<file path="src/design/cam_pkg.sv">
package cam_pkg;

  // sequencer phase
  typedef enum logic [2:0] {
    PH_IDLE = 3'd0,
    PH_OP1  = 3'd1,
    PH_OP2  = 3'd2,
    PH_PLO  = 3'd3,
    PH_PHI  = 3'd4,
    PH_DATA = 3'd5
  } phase_t;

  // input word kinds
  localparam logic KIND_START  = 1'b0;
  localparam logic KIND_ANSWER = 1'b1;

  // result word kinds
  localparam logic RES_REQUEST = 1'b0;
  localparam logic RES_DONE    = 1'b1;

  // addressing modes
  localparam logic [3:0] MODE_IMM  = 4'd0;
  localparam logic [3:0] MODE_ZP   = 4'd1;
  localparam logic [3:0] MODE_ZPX  = 4'd2;
  localparam logic [3:0] MODE_ZPY  = 4'd3;
  localparam logic [3:0] MODE_REL  = 4'd4;
  localparam logic [3:0] MODE_ABS  = 4'd5;
  localparam logic [3:0] MODE_ABSX = 4'd6;
  localparam logic [3:0] MODE_ABSY = 4'd7;
  localparam logic [3:0] MODE_IND  = 4'd8;
  localparam logic [3:0] MODE_INDX = 4'd9;
  localparam logic [3:0] MODE_INDY = 4'd10;
  localparam logic [3:0] MODE_LAST = MODE_INDY;

  localparam logic [15:0] PTR_STEP = 16'h0001;

endpackage

</file>
<file path="src/design/cpu_addressing_mode_unit.sv">
// a result word is registered: it is valid in the cycle after the input word that causes it
// throughput: one input word per cycle while in_stall is low; a new word is taken while a result waits
//   in the output register and is taken in the same cycle
// the sequencer state and output register update in one pass of address adders
// reset: synchronous active-high rst returns the sequencer to idle, clears the
//   latched operand state and empties the output register
module cpu_addressing_mode_unit (
  input  logic        clk,
  input  logic        rst,
  input  logic        in_valid,
  output logic        in_stall,
  input  logic        item_kind,
  input  logic [3:0]  mode,
  input  logic [15:0] pc_start,
  input  logic [7:0]  index_x,
  input  logic [7:0]  index_y,
  input  logic [7:0]  read_data,
  output logic        out_valid,
  input  logic        out_stall,
  output logic        result_kind,
  output logic [15:0] address,
  output logic [7:0]  data_value,
  output logic [15:0] next_pc
);

  cam_pkg::phase_t phase, phase_next;
  logic [3:0]  mode_held, mode_held_next;
  logic [15:0] pc_held, pc_held_next;
  logic [7:0]  x_held, x_held_next;
  logic [7:0]  y_held, y_held_next;
  logic [7:0]  low_byte, low_byte_next;
  logic [15:0] pointer, pointer_next;

  logic        accept;
  logic        emit;
  logic        res_kind;
  logic [15:0] res_addr;
  logic [7:0]  res_data;
  logic [15:0] res_npc;

  logic [15:0] pc1, pc2;
  logic [15:0] base;
  logic [15:0] rel_off;
  logic        start_bad;

  // input side is free when the output register is empty or drains now
  assign in_stall = out_valid & out_stall;
  assign accept   = in_valid & ~in_stall;

  assign pc1       = pc_held + 16'd1;
  assign pc2       = pc_held + 16'd2;
  assign base      = {read_data, low_byte};
  assign rel_off   = {{8{read_data[7]}}, read_data};
  assign start_bad = (mode > cam_pkg::MODE_LAST);

  // next phase
  always_comb begin
    phase_next = phase;
    if (accept) begin
      if (item_kind == cam_pkg::KIND_START) begin
        phase_next = start_bad ? cam_pkg::PH_IDLE : cam_pkg::PH_OP1;
      end else begin
        case (phase)
          cam_pkg::PH_IDLE: phase_next = cam_pkg::PH_IDLE;
          cam_pkg::PH_OP1: begin
            if (mode_held == cam_pkg::MODE_INDX || mode_held == cam_pkg::MODE_INDY)
              phase_next = cam_pkg::PH_PLO;
            else if (mode_held == cam_pkg::MODE_ABS || mode_held == cam_pkg::MODE_ABSX ||
                     mode_held == cam_pkg::MODE_ABSY || mode_held == cam_pkg::MODE_IND)
              phase_next = cam_pkg::PH_OP2;
            else
              phase_next = cam_pkg::PH_IDLE;
          end
          cam_pkg::PH_OP2: begin
            phase_next = (mode_held == cam_pkg::MODE_IND) ? cam_pkg::PH_PLO
                                                          : cam_pkg::PH_IDLE;
          end
          cam_pkg::PH_PLO: phase_next = cam_pkg::PH_PHI;
          cam_pkg::PH_PHI: begin
            phase_next = (mode_held == cam_pkg::MODE_IND) ? cam_pkg::PH_IDLE
                                                          : cam_pkg::PH_DATA;
          end
          default: phase_next = cam_pkg::PH_IDLE;
        endcase
      end
    end
  end

  // result word and held operand state
  always_comb begin
    mode_held_next = mode_held;
    pc_held_next   = pc_held;
    x_held_next    = x_held;
    y_held_next    = y_held;
    low_byte_next  = low_byte;
    pointer_next   = pointer;
    emit           = 1'b0;
    res_kind       = cam_pkg::RES_REQUEST;
    res_addr       = 16'd0;
    res_data       = 8'd0;
    res_npc        = 16'd0;
    if (accept) begin
      if (item_kind == cam_pkg::KIND_START) begin
        emit = 1'b1;
        if (start_bad) begin
          res_kind = cam_pkg::RES_DONE;
          res_addr = pc_start;
          res_npc  = pc_start;
        end else begin
          mode_held_next = mode;
          pc_held_next   = pc_start;
          x_held_next    = index_x;
          y_held_next    = index_y;
          res_addr       = pc_start;
        end
      end else begin
        case (phase)
          cam_pkg::PH_IDLE: emit = 1'b0;
          cam_pkg::PH_OP1: begin
            emit = 1'b1;
            case (mode_held)
              cam_pkg::MODE_IMM: begin
                res_kind = cam_pkg::RES_DONE;
                res_addr = pc_held;
                res_data = read_data;
                res_npc  = pc1;
              end
              cam_pkg::MODE_ZP: begin
                res_kind = cam_pkg::RES_DONE;
                res_addr = {8'd0, read_data};
                res_npc  = pc1;
              end
              cam_pkg::MODE_ZPX: begin
                res_kind = cam_pkg::RES_DONE;
                res_addr = {8'd0, read_data + x_held};
                res_npc  = pc1;
              end
              cam_pkg::MODE_ZPY: begin
                res_kind = cam_pkg::RES_DONE;
                res_addr = {8'd0, read_data + y_held};
                res_npc  = pc1;
              end
              cam_pkg::MODE_REL: begin
                res_kind = cam_pkg::RES_DONE;
                res_addr = pc1 + rel_off;
                res_npc  = pc1;
              end
              cam_pkg::MODE_INDX: begin
                pointer_next = {8'd0, read_data + x_held};
                res_addr     = {8'd0, read_data + x_held};
              end
              cam_pkg::MODE_INDY: begin
                pointer_next = {8'd0, read_data};
                res_addr     = {8'd0, read_data};
              end
              default: begin
                low_byte_next = read_data;
                res_addr      = pc1;
              end
            endcase
          end
          cam_pkg::PH_OP2: begin
            emit = 1'b1;
            case (mode_held)
              cam_pkg::MODE_ABSX: begin
                res_kind = cam_pkg::RES_DONE;
                res_addr = base + {8'd0, x_held};
                res_npc  = pc2;
              end
              cam_pkg::MODE_ABSY: begin
                res_kind = cam_pkg::RES_DONE;
                res_addr = base + {8'd0, y_held};
                res_npc  = pc2;
              end
              cam_pkg::MODE_IND: begin
                pointer_next = base;
                res_addr     = base;
              end
              default: begin
                res_kind = cam_pkg::RES_DONE;
                res_addr = base;
                res_npc  = pc2;
              end
            endcase
          end
          cam_pkg::PH_PLO: begin
            emit          = 1'b1;
            low_byte_next = read_data;
            res_addr      = pointer + cam_pkg::PTR_STEP;
          end
          cam_pkg::PH_PHI: begin
            emit = 1'b1;
            if (mode_held == cam_pkg::MODE_IND) begin
              res_kind = cam_pkg::RES_DONE;
              res_addr = base;
              res_npc  = pc2;
            end else if (mode_held == cam_pkg::MODE_INDY) begin
              pointer_next = base + {8'd0, y_held};
              res_addr     = base + {8'd0, y_held};
            end else begin
              pointer_next = base;
              res_addr     = base;
            end
          end
          cam_pkg::PH_DATA: begin
            emit     = 1'b1;
            res_kind = cam_pkg::RES_DONE;
            res_addr = pointer;
            res_data = read_data;
            res_npc  = pc1;
          end
          default: emit = 1'b0;
        endcase
      end
    end
  end

  // sequencer state
  always_ff @(posedge clk) begin
    if (rst) begin
      phase     <= cam_pkg::PH_IDLE;
      mode_held <= 4'd0;
      pc_held   <= 16'd0;
      x_held    <= 8'd0;
      y_held    <= 8'd0;
      low_byte  <= 8'd0;
      pointer   <= 16'd0;
    end else begin
      phase     <= phase_next;
      mode_held <= mode_held_next;
      pc_held   <= pc_held_next;
      x_held    <= x_held_next;
      y_held    <= y_held_next;
      low_byte  <= low_byte_next;
      pointer   <= pointer_next;
    end
  end

  // output register valid
  always_ff @(posedge clk) begin
    if (rst) begin
      out_valid <= 1'b0;
    end else if (emit) begin
      out_valid <= 1'b1;
    end else if (!out_stall) begin
      out_valid <= 1'b0;
    end
  end

  // output register word
  always_ff @(posedge clk) begin
    if (emit) begin
      result_kind <= res_kind;
      address     <= res_addr;
      data_value  <= res_data;
      next_pc     <= res_npc;
    end
  end

  // request words never carry operand data or a pc
  a_req_clean: assert property (@(posedge clk) disable iff (rst)
    out_valid && result_kind == cam_pkg::RES_REQUEST |-> data_value == 8'd0 && next_pc == 16'd0)
    else $error("request word carries data or pc");

  // data phase only in indirect data modes
  a_data_mode: assert property (@(posedge clk) disable iff (rst)
    phase == cam_pkg::PH_DATA |->
      mode_held == cam_pkg::MODE_INDX || mode_held == cam_pkg::MODE_INDY)
    else $error("data phase in wrong mode");

  // high operand phase only in absolute modes and indirect mode
  a_op2_mode: assert property (@(posedge clk) disable iff (rst)
    phase == cam_pkg::PH_OP2 |->
      mode_held == cam_pkg::MODE_ABS || mode_held == cam_pkg::MODE_ABSX ||
      mode_held == cam_pkg::MODE_ABSY || mode_held == cam_pkg::MODE_IND)
    else $error("high operand phase in wrong mode");

  // a good start requests the first operand byte next cycle
  a_start_req: assert property (@(posedge clk) disable iff (rst)
    accept && item_kind == cam_pkg::KIND_START && mode <= cam_pkg::MODE_LAST |=>
      out_valid && result_kind == cam_pkg::RES_REQUEST && address == $past(pc_start) &&
      phase == cam_pkg::PH_OP1)
    else $error("start did not request first operand");

  // answer while idle is dropped
  a_idle_drop: assert property (@(posedge clk) disable iff (rst)
    accept && item_kind == cam_pkg::KIND_ANSWER && phase == cam_pkg::PH_IDLE |=>
      phase == cam_pkg::PH_IDLE)
    else $error("idle answer changed phase");

endmodule

</file>
<file path="config.mk">
export PLATFORM = sky130hd
export DESIGN_NAME = cpu_addressing_mode_unit
export DESIGN_NICKNAME = d
export VERILOG_FILES = /design/src/design/cam_pkg.sv /design/src/design/cpu_addressing_mode_unit.sv
export SDC_FILE = /design/constraint.sdc
export NUM_CORES = 1
export LEC_CHECK = 0
export ABC_AREA = 0
export BUFFER_PORTS_ARGS = -buffer_cell sky130_fd_sc_hd__buf_4
export CELL_PAD_IN_SITES_DETAIL_PLACEMENT = 0
export CELL_PAD_IN_SITES_GLOBAL_PLACEMENT = 1
export CORE_MARGIN = 3
export CORE_UTILIZATION = 45
export DETAILED_ROUTE_END_ITERATION = 8
export PLACE_DENSITY_LB_ADDON = 0.3
export SETUP_SLACK_MARGIN = 0.5
export SLEW_MARGIN = 5
export SYNTH_ARGS = -nofsm -noshare
export SYNTH_HDL_FRONTEND = slang
export SYNTH_SLANG_ARGS = --single-unit
</file>
<file path="constraint.sdc">
create_clock -name clk -period 4.9 [get_ports clk]
set_clock_uncertainty 0.15 [all_clocks]
set_input_delay 0.98 -clock clk [delete_from_list [all_inputs] [get_ports clk]]
set_output_delay 0.98 -clock clk [all_outputs]
set_load 0.03 [all_outputs]
</file>
==> results.json, run 1 <==
{
  "status": "finished clean",
  "hold_buffers": 0,
  "insertion_delay_ns": 0.37,
  "syn2layout_area_growth_pct": 12.0,
  "combinationalPowerShare": 0.228,
  "cts.clk_slew.worst_paths_ns": 0.07,
  "cts_sinks": 105,
  "worst_slack_ns": 1.04,
  "max_cap_violations": 0,
  "final_cell_area_mm2": 0.0106,
  "grt_usage": 0.342,
  "dp_slack_ns": 1.05,
  "reg2reg_depth": 13,
  "p_per_area_mw_per_mm2": 215,
  "synthTopCellsByArea": "dfxtp_1 14%, edfxtp_1 13%, a21oi_1 7.2%",
  "coreArea_mm2": 0.0204,
  "hold_path.class": "reg2reg",
  "htreeDepth": 3,
  "stdcell_count": 1539,
  "cp_slowest_cell": "or3_1",
  "fin_crit_ns": 3.86,
  "synthTopCellsByCount": "169 x nand2_1, 136 x a21oi_1, 90 x nor2_1",
  "post-synth-top-count-cell": "nand2_1",
  "routed_wl_um": 38800,
  "die_w_um": 151,
  "drc": 0,
  "postRouteAntennaNets": 0,
  "finalCritPeriodShare": 0.787,
  "portBuffers": 91,
  "place_area_mm2": 0.0103,
  "drive_gt1_frac": 0.117,
  "syn-instance-count": 1228,
  "synth_largest_area_cell": "dfxtp_1",
  "num_rows": 52,
  "die_y_um": 151,
  "grt-ovfl-total": 0,
  "synthesis.area_mm2": 0.00943,
  "dieArea_mm2": 0.0227,
  "ctsResizeCount": 0,
  "synth_warnings": 0,
  "grt_pass1_wl_um": 58400,
  "synthesis.nets": 1334,
  "cellLeakagePower_nw": 3.86,
  "drt_iter0_drc": 1229,
  "start_util": 0.462,
  "yosysSeqAreaShare": 0.266,
  "routed_via_density": 6.56,
  "relSlewSlack": 0.164,
  "hold_depth": 2,
  "nets": 1370,
  "n_antenna_cell": 0,
  "peakVddDrop_mv": 0.152,
  "async_reset_ff_frac": 0,
  "crit_buf_inv": 1,
  "cpMostUsedCell": "ha_1",
  "synth-seq-cells": 105,
  "setup-violations-final": 0,
  "syn_area_per_cell_um2": 7.68,
  "critPathRequiredTime_ns": 4.95,
  "crit_path_start_kind": "register",
  "p_seq_frac": 0.427,
  "critPathKind": "reg2reg",
  "crit_path_end_kind": "register",
  "dp_cells": 1523,
  "setup_tns_ns": 0,
  "clkPwrFrac": 0.344,
  "gp_congestion": 1.02,
  "rsz0062_at_grt": "false",
  "fmax_mhz": 259,
  "drt_first_pass_iters": 7,
  "hold_violations": 0,
  "grt_pass1_vias": 9336,
  "max_stage_delay_ns": 0.53,
  "io_pins": 92,
  "tightest_slew_ns": 1.24,
  "path_delay_family": "simple AND/OR/NAND/NOR gates",
  "cts_inserted_buffers": 9,
  "synth_top_cell_area_share": 0.136,
  "cts_tree": "yes",
  "ys.flop_type": "dfxtp_1",
  "grt_max_degree": 65,
  "cp_cell_sequence": "buf_4 > ha_1 > nand3_1 > or3_1 > xnor2_1 > ha_1 > and2_1 > a221oi_1 > o2111ai_1 > a41oi_1 > nor3_1 > nand3b_1 > a31oi_1",
  "crit_arrival_ns": 3.90,
  "switchingPower_mw": 0.746,
  "post-cts-setup-buffer-count": 0,
  "hold_slack_ns": 0.324,
  "dpl.hpwl_um": 29400,
  "antenna_found_initial": 0,
  "vias": 10100,
  "cp.depth": 13,
  "p_int_mw": 1.52,
  "cts_root_buffer": "clkbuf_16",
  "clock_path_buffers": 2,
  "drv_slew": 0,
  "cp_max_fo": 16,
  "synth_edf_count": 41,
  "synth_cell_types": 84,
  "wire_per_inst_um": 25.2,
  "switching_share": 0.329
}
-- routing by layer --
metal	wire length [um]	part of all wire	vias up	GRT usage
met5	0	0	-	0
met4	1640	0.042	0	0.129
met3	3880	0.10	105	0.0742
met2	17100	0.44	591	0.531
met1	16200	0.42	4720	0.466
li1	-	-	4674	-
-- sequential cells by signal, summed over array words and instances, names as in the netlist --
register / flops
phase: 3
next_pc: 16
y_held: 8
pointer: 16
address: 16
out_valid: 1
x_held: 8
data_value: 8
low_byte: 8
mode_held: 4
pc_held: 16
result_kind: 1
-- layout make-up --
class | count | area (um^2)
Fill cell | 2070 | 9870
Multi-Input combinational cell | 1005 | 6450
Sequential cell | 105 | 2510
Timing Repair Buffer | 112 | 841
Tap cell | 270 | 338
Clock buffer | 10 | 229
Inverter | 31 | 116
Clock inverter | 6 | 76.3
-- through the flow --
stage | total power [mW] | utilization
floorplan | 1.30 | -
global placement | 1.50 | 0.502
detailed placement | 1.50 | 0.502
CTS | 2.26 | 0.517
global route | 2.35 | 0.517
finish | 2.27 | 0.517
-- path summary, 6_finish.rpt --
path / end / startpoint / slack (ns)
setup / recovery: address[15]$_SDFFCE_PN0P_ / pc_held[0]$_SDFFE_PP0P_ / 1.04
hold / removal: mode_held[3]$_SDFFE_PP0P_ / mode_held[3]$_SDFFE_PP0P_ / 0.32
setup reg to reg: address[15]$_SDFFCE_PN0P_ / pc_held[0]$_SDFFE_PP0P_ / 1.04
hold reg to reg: mode_held[3]$_SDFFE_PP0P_ / mode_held[3]$_SDFFE_PP0P_ / 0.32
-- logic make-up (layout without fill, tap and decap cells) --
| kind of cell | count (synthesis) | in the layout | synth area share |
|---|---|---|---|
| mux | 19 | 19 | 0.0218 |
| compound gates | 434 | 434 | 0.305 |
| simple gates | 435 | 435 | 0.219 |
| fa+ha+maj | 57 | 57 | 0.0796 |
| flops | 105 | 105 | 0.266 |
| buf+inv | 118 | 159 | 0.0520 |
| xor+xnor | 60 | 60 | 0.0557 |
-- worst min-delay path, delay by kind of cell, from the launching register on --
family,cells,cell delay (ns)
DFF,1,0.32
and+or+nand+nor,1,0.05
AOI/OAI and AO/OA,1,0.05
-- cell usage in the layout (no fill, tap or decap), drive strengths merged, types with 6 or more instances in the layout --
cell type and count:
a21oi 137, a21o 17, or3 13, o22ai 13
nor2 91, nor2b 13, nand3 31, o221ai 6
a31oi 20, a22oi 15, xnor2 42, o2111ai 9
and3 9, a222oi 6, o31ai 11, inv 31
xor2 18, nand4 11, nand2b 6, o21ai 66
nor3 41, o211ai 17, o21bai 6, a221oi 14
ha 52, a211o 6, o21a 12, nor3b 8
nor4 12, edfxtp 41, and2 15, a211oi 33
dfxtp 64, buf 112, clkbuf 10, mux2i 17
nand2 170
-- power by group through the flow --
stage | clock, mW | sequential (mW) | combinational, mW
after CTS | 0.788 | 0.970 | 0.507
after global routing | 0.821 | 0.973 | 0.556
after floorplan | 0 | 1.00 | 0.296
after global placement | 0 | 0.990 | 0.506
after detailed placement | 0 | 0.990 | 0.505
final | 0.781 | 0.970 | 0.518
No activity file was read; power rests on OpenSTA's default activity.
==> run 2: changes to the inputs <==
Settings changed: CORE_UTILIZATION 45 to 41.
Clock period 4.9 ns to 3.5 ns, I/O delays scaled along.
==> run 2 against run 1 <==
  * Largest power group unchanged
  * Core utilization rose by 0.55 points
  * Critical endpoint is now address[13]$_SDFFCE_PN0P_
  * Power is 41% higher
  * Non-clock buffer count rose by 86
  * Critical path depth shrank 1
  * Clock power increased by 33%
  * Clock-buffer cell count decreased by 1
==> results.json, run 2 (synthesized netlist as in run 1, its figures left out) <==
{
  "insertion_delay_ns": 0.38,
  "wire_per_inst_um": 24.6,
  "dpl.hpwl_um": 31100,
  "io_pins": 92,
  "relSlewSlack": 0.454,
  "start_util": 0.424,
  "cp_max_fo": 4,
  "crit_path_start_kind": "register",
  "vias": 10500,
  "hold_path.class": "reg2reg",
  "setup-violations-final": 0,
  "drv_slew": 0,
  "grt-ovfl-total": 0,
  "portBuffers": 91,
  "critPathKind": "reg2reg",
  "cpMostUsedCell": "xnor2_1",
  "grt_pass1_vias": 9785,
  "reg2reg_to": "address[13]$_SDFFCE_PN0P_",
  "cts_inserted_buffers": 9,
  "max_cap_violations": 0,
  "critPathRequiredTime_ns": 3.46,
  "cts_sinks": 105,
  "num_rows": 54,
  "routed_wl_um": 40100,
  "syn2layout_area_growth_pct": 23.1,
  "nets": 1456,
  "coreArea_mm2": 0.0222,
  "n_antenna_cell": 0,
  "reg2reg_depth": 12,
  "clock_path_buffers": 2,
  "drt_first_pass_iters": 6,
  "dp_cells": 1599,
  "reg2reg_from": "pc_held[1]$_SDFFE_PP0P_",
  "final_common_cell": "buf_4",
  "crit_arrival_ns": 3.16,
  "setup_tns_ns": 0,
  "cts_root_buffer": "clkbuf_16",
  "min_from": "pc_held[5]$_SDFFE_PP0P_",
  "peakVddDrop_mv": 0.222,
  "drt_iter0_drc": 1204,
  "status": "finished clean",
  "die_y_um": 158,
  "grt_usage": 0.320,
  "grt_max_degree": 65,
  "cts_tree": "yes",
  "p_per_area_mw_per_mm2": 276,
  "cp_cell_sequence": "ha_4 > nand3_4 > or3_4 > xnor2_1 > ha_1 > buf_6 > a221oi_4 > o2111ai_4 > a41oi_2 > xnor2_1 > a22oi_1 > a21oi_1",
  "drive_gt1_frac": 0.217,
  "htreeDepth": 3,
  "hold_path_end": "pc_held[5]$_SDFFE_PP0P_",
  "stdcell_count": 1635,
  "tightest_slew_ns": 0.819,
  "cellLeakagePower_nw": 4.39,
  "cp_slowest_cell": "dfxtp_4",
  "grt_pass1_wl_um": 60200,
  "r2r_slack_ns": 0.30,
  "fmax_mhz": 313,
  "hold_slack_ns": 0.325,
  "max_stage_delay_ns": 0.39,
  "rsz0062_at_grt": "true",
  "routed_via_density": 6.45,
  "gp_congestion": 0.981,
  "dieArea_mm2": 0.0249,
  "hold_depth": 2,
  "antenna_found_initial": 1,
  "die_w_um": 158,
  "hold_violations": 0,
  "mostFrequentLayoutCells": "195 x buf_4, 167 x nand2_1, 133 x a21oi_1",
  "finalCritPeriodShare": 0.913,
  "cts.clk_slew.worst_paths_ns": 0.09,
  "fin_crit_ns": 3.20,
  "crit_path_end_kind": "register",
  "postRouteAntennaNets": 0,
  "drc": 0
}
-- run 2: worst max-delay path, delay by kind of cell, from the launching register on --
family,cells,cell delay [ns]
AOI/OAI and AO/OA,5,1.05
xor gates and xnor gates,2,0.23
adders and majority gates,2,0.49
buffers and inverters,1,0.14
DFF,1,0.39
and+or+nand+nor,2,0.48
-- run 2: per-layer routing --
layer / global-route usage / up-vias / part of all wire
li1: - / 4844 / -
met1: 0.440 / 4960 / 0.42
met4: 0.141 / 2 / 0.053
met2: 0.490 / 611 / 0.43
met3: 0.0590 / 125 / 0.095
met5: 0 / - / 0.00032
-- run 2: per-stage QoR --
| stage | utilization | worst slack [ns] | power, mW | instance area [um^2] |
|---|---|---|---|---|
| after floorplan | - | 0.406 | 1.82 | 9510 |
| after CTS | 0.511 | 0.361 | 3.19 | 11400 |
| after detailed placement | 0.487 | 0.125 | 2.13 | 10800 |
| after global placement | 0.487 | 0.120 | 2.13 | 10800 |
| final | 0.523 | 0.303 | 3.20 | 11600 |
| after global routing | 0.523 | 0.182 | 3.32 | 11600 |
-- run 2: worst max path at each step --
stage	startpoint	endpoint	slack (ns)
after floorplan	pc_held[1]$_SDFFE_PP0P_	address[9]$_SDFFCE_PN0P_	0.41
after global placement	read_data[0]	address[10]$_SDFFCE_PN0P_	0.12
after detailed placement	pc_held[1]$_SDFFE_PP0P_	address[13]$_SDFFCE_PN0P_	0.12
after CTS	pc_held[1]$_SDFFE_PP0P_	address[13]$_SDFFCE_PN0P_	0.36
after global routing	pc_held[1]$_SDFFE_PP0P_	address[13]$_SDFFCE_PN0P_	0.18
final	pc_held[1]$_SDFFE_PP0P_	address[13]$_SDFFCE_PN0P_	0.30
-- run 2: timing repair --
item | in CTS | in global routing
endpoints found under the setup margin | 11 | 19
pin swaps | 24 | 24
resized for setup | 36 | 28
hold buffers | 0 | 0
setup buffers | 9 | 11
-- run 2: area by class of cell --
cell class,instances,area (um^2)
clock buffer,9,225
sequential,105,2530
fill,2173,10600
tap,280,350
inverter,31,116
multi-input combinational,1005,6840
clock inverter,7,52.6
timing repair buffer,198,1510
-- run 2: report_power, final --
part / leakage, nW / total (mW) / switching (mW) / internal [mW]
Clock: 0.132 / 1.04 / 0.544 / 0.492
Sequential: 0.924 / 1.35 / 0.0420 / 1.31
Combinational: 3.33 / 0.817 / 0.512 / 0.305
==> run 3: changes to the inputs <==
Settings changed: CORE_UTILIZATION 41 to 45.
Clock period 3.5 ns to 3.4 ns, I/O delays scaled along.
==> run 3 against run 2 <==
  * Clock power increased by 4%
  * Sequential power increased by 3%
  * Wire length down 2.8%
  * Critical path depth fell by 4
  * Combinational power grew 4.3%
  * Maximum frequency grew 2.1%
  * Register-to-register slack got worse by 0.04 ns
  * Sequential share of layout area down 0.20 points
  * Critical path type unchanged
  * Cell area is 0.99% higher
  * Cell count decreased by 0.43%
  * Largest power group unchanged
  * Worst setup slack got worse by 0.036 ns
==> results.json, run 3 (synthesized netlist as in run 1, its figures left out) <==
{
  "status": "finished clean",
  "wire_per_inst_um": 24.0,
  "coreArea_mm2": 0.0204,
  "setup_tns_ns": 0,
  "grt_usage": 0.340,
  "insertion_delay_ns": 0.37,
  "io_pins": 92,
  "hold_path.class": "reg2reg",
  "p_total_mw": 3.32,
  "syn2layout_area_growth_pct": 24.4,
  "crit_buf_inv": 0,
  "n_antenna_cell": 0,
  "dpl.hpwl_um": 29600,
  "routed_via_density": 6.52,
  "finalCritPeriodShare": 0.921,
  "max_cap_violations": 0,
  "hold_violations": 0,
  "cellLeakagePower_nw": 4.41,
  "path_delay_family": "compound AO/OA/AOI/OAI gates",
  "drc": 0,
  "cts_tree": "yes",
  "setup-violations-final": 0,
  "fmax_mhz": 319,
  "crit_path_start_kind": "register",
  "top_layer": "met5",
  "start_util": 0.462,
  "cts_inserted_buffers": 9,
  "fin_crit_ns": 3.13,
  "htreeDepth": 3,
  "dieArea_mm2": 0.0227,
  "grt-ovfl-total": 0,
  "multi_input_comb_area_mm2": 0.00689,
  "grt_pass1_vias": 9684,
  "stdcell_count": 1628,
  "fillers": 1970,
  "cts.clk_slew.worst_paths_ns": 0.07,
  "mostFrequentLayoutCells": "195 x buf_4, 166 x nand2_1, 131 x a21oi_1",
  "register_area_mm2": 0.00253,
  "critPathKind": "reg2reg",
  "dp_cells": 1592,
  "cts_sinks": 105,
  "crit_path_end_kind": "register",
  "cp_slowest_cell": "dfxtp_1",
  "drive_gt1_frac": 0.225,
  "relSlewSlack": 0.475,
  "cts_root_buffer": "clkbuf_16",
  "antenna_found_initial": 1,
  "dr_wl_met2_um": 16700,
  "die_w_um": 151,
  "drv_slew": 0,
  "num_rows": 52,
  "rsz0062_at_grt": "true",
  "portBuffers": 91,
  "wl_met1_um": 16200,
  "routed_wl_um": 39000,
  "peakVddDrop_mv": 0.226,
  "postRouteAntennaNets": 0,
  "drt_first_pass_iters": 6,
  "tightest_slew_ns": 0.788,
  "gp_congestion": 0.992,
  "cp_max_fo": 5,
  "vias": 10600,
  "p_per_area_mw_per_mm2": 283,
  "die_y_um": 151,
  "grt_pass1_wl_um": 58700,
  "final_common_cell": "buf_4",
  "drt_iter0_drc": 1261,
  "clock_path_buffers": 2,
  "critPathRequiredTime_ns": 3.37,
  "grt_max_degree": 65,
  "nets": 1459,
  "cp_cell_sequence": "ha_1 > a211oi_1 > o21ai_0 > a41o_1 > o2111ai_1 > xnor2_1 > nor2_1 > o311a_1",
  "max_stage_delay_ns": 0.47,
  "wl_met3_um": 3740,
  "crit_arrival_ns": 3.10
}
run 3: changes by cell type in the layout (fill, tap and decap cells not counted), sizes merged:
cell      delta
buf          +3
clkbuf       +3
clkinv       +2
clkinvlp     -2
inv          -3
run 3: final cells by class:
| cell class | instances | share of cell area |
|---|---|---|
| Inverter | 31 | 0.00992 |
| Clock buffer | 12 | 0.0228 |
| Clock inverter | 4 | 0.00213 |
| Tap cell | 270 | 0.0288 |
| Sequential cell | 105 | 0.216 |
| Timing Repair Buffer | 201 | 0.133 |
| Multi-Input combinational cell | 1005 | 0.588 |
run 3: tightest hold or removal path: stages (launching register included):
cell	delay [ns]
dfxtp_1	0.34
nand2_1	0.06
a21oi_1	0.05
run 3: repair_timing:
item,in CTS,in global routing
gates resized for setup,55,32
hold buffers,0,0
setup buffers,15,5
endpoints found under the setup margin,15,28
pin swaps,43,16
run 3: final timing paths:
kind	from	endpoint	slack, ns	depth (start not counted)
max reg2reg	x_held[1]$_SDFFE_PP0P_	address[9]$_SDFFCE_PN0P_	0.27	8
min	x_held[3]$_SDFFE_PP0P_	x_held[3]$_SDFFE_PP0P_	0.35	2
max	x_held[1]$_SDFFE_PP0P_	address[9]$_SDFFCE_PN0P_	0.27	8
min reg2reg	x_held[3]$_SDFFE_PP0P_	x_held[3]$_SDFFE_PP0P_	0.35	2
run 3: per-stage QoR:
stage / utilization / area [um^2] / setup WS [ns] / hold slack (ns)
after floorplan: - / 9520 / 0.306 / 0.307
final: 0.574 / 11700 / 0.267 / 0.353
after detailed placement: 0.532 / 10900 / 0.0597 / 0.342
after global routing: 0.574 / 11700 / 0.139 / 0.366
after CTS: 0.565 / 11500 / 0.306 / 0.352
after global placement: 0.532 / 10900 / 0.0640 / 0.336
run 3: power by group:
| part | total, mW | switching (mW) | internal [mW] | leakage, nW |
|---|---|---|---|---|
| Combinational | 0.852 | 0.528 | 0.324 | 3.35 |
| Sequential | 1.39 | 0.0406 | 1.35 | 0.925 |
| Clock | 1.08 | 0.520 | 0.562 | 0.143 |
run 3: layer usage:
| metal | up-vias | global-route usage |
|---|---|---|
| li1 | 4850 | - |
| met1 | 4996 | 0.469 |
| met2 | 617 | 0.507 |
| met3 | 150 | 0.0580 |
| met4 | 2 | 0.184 |
| met5 | - | 0 |
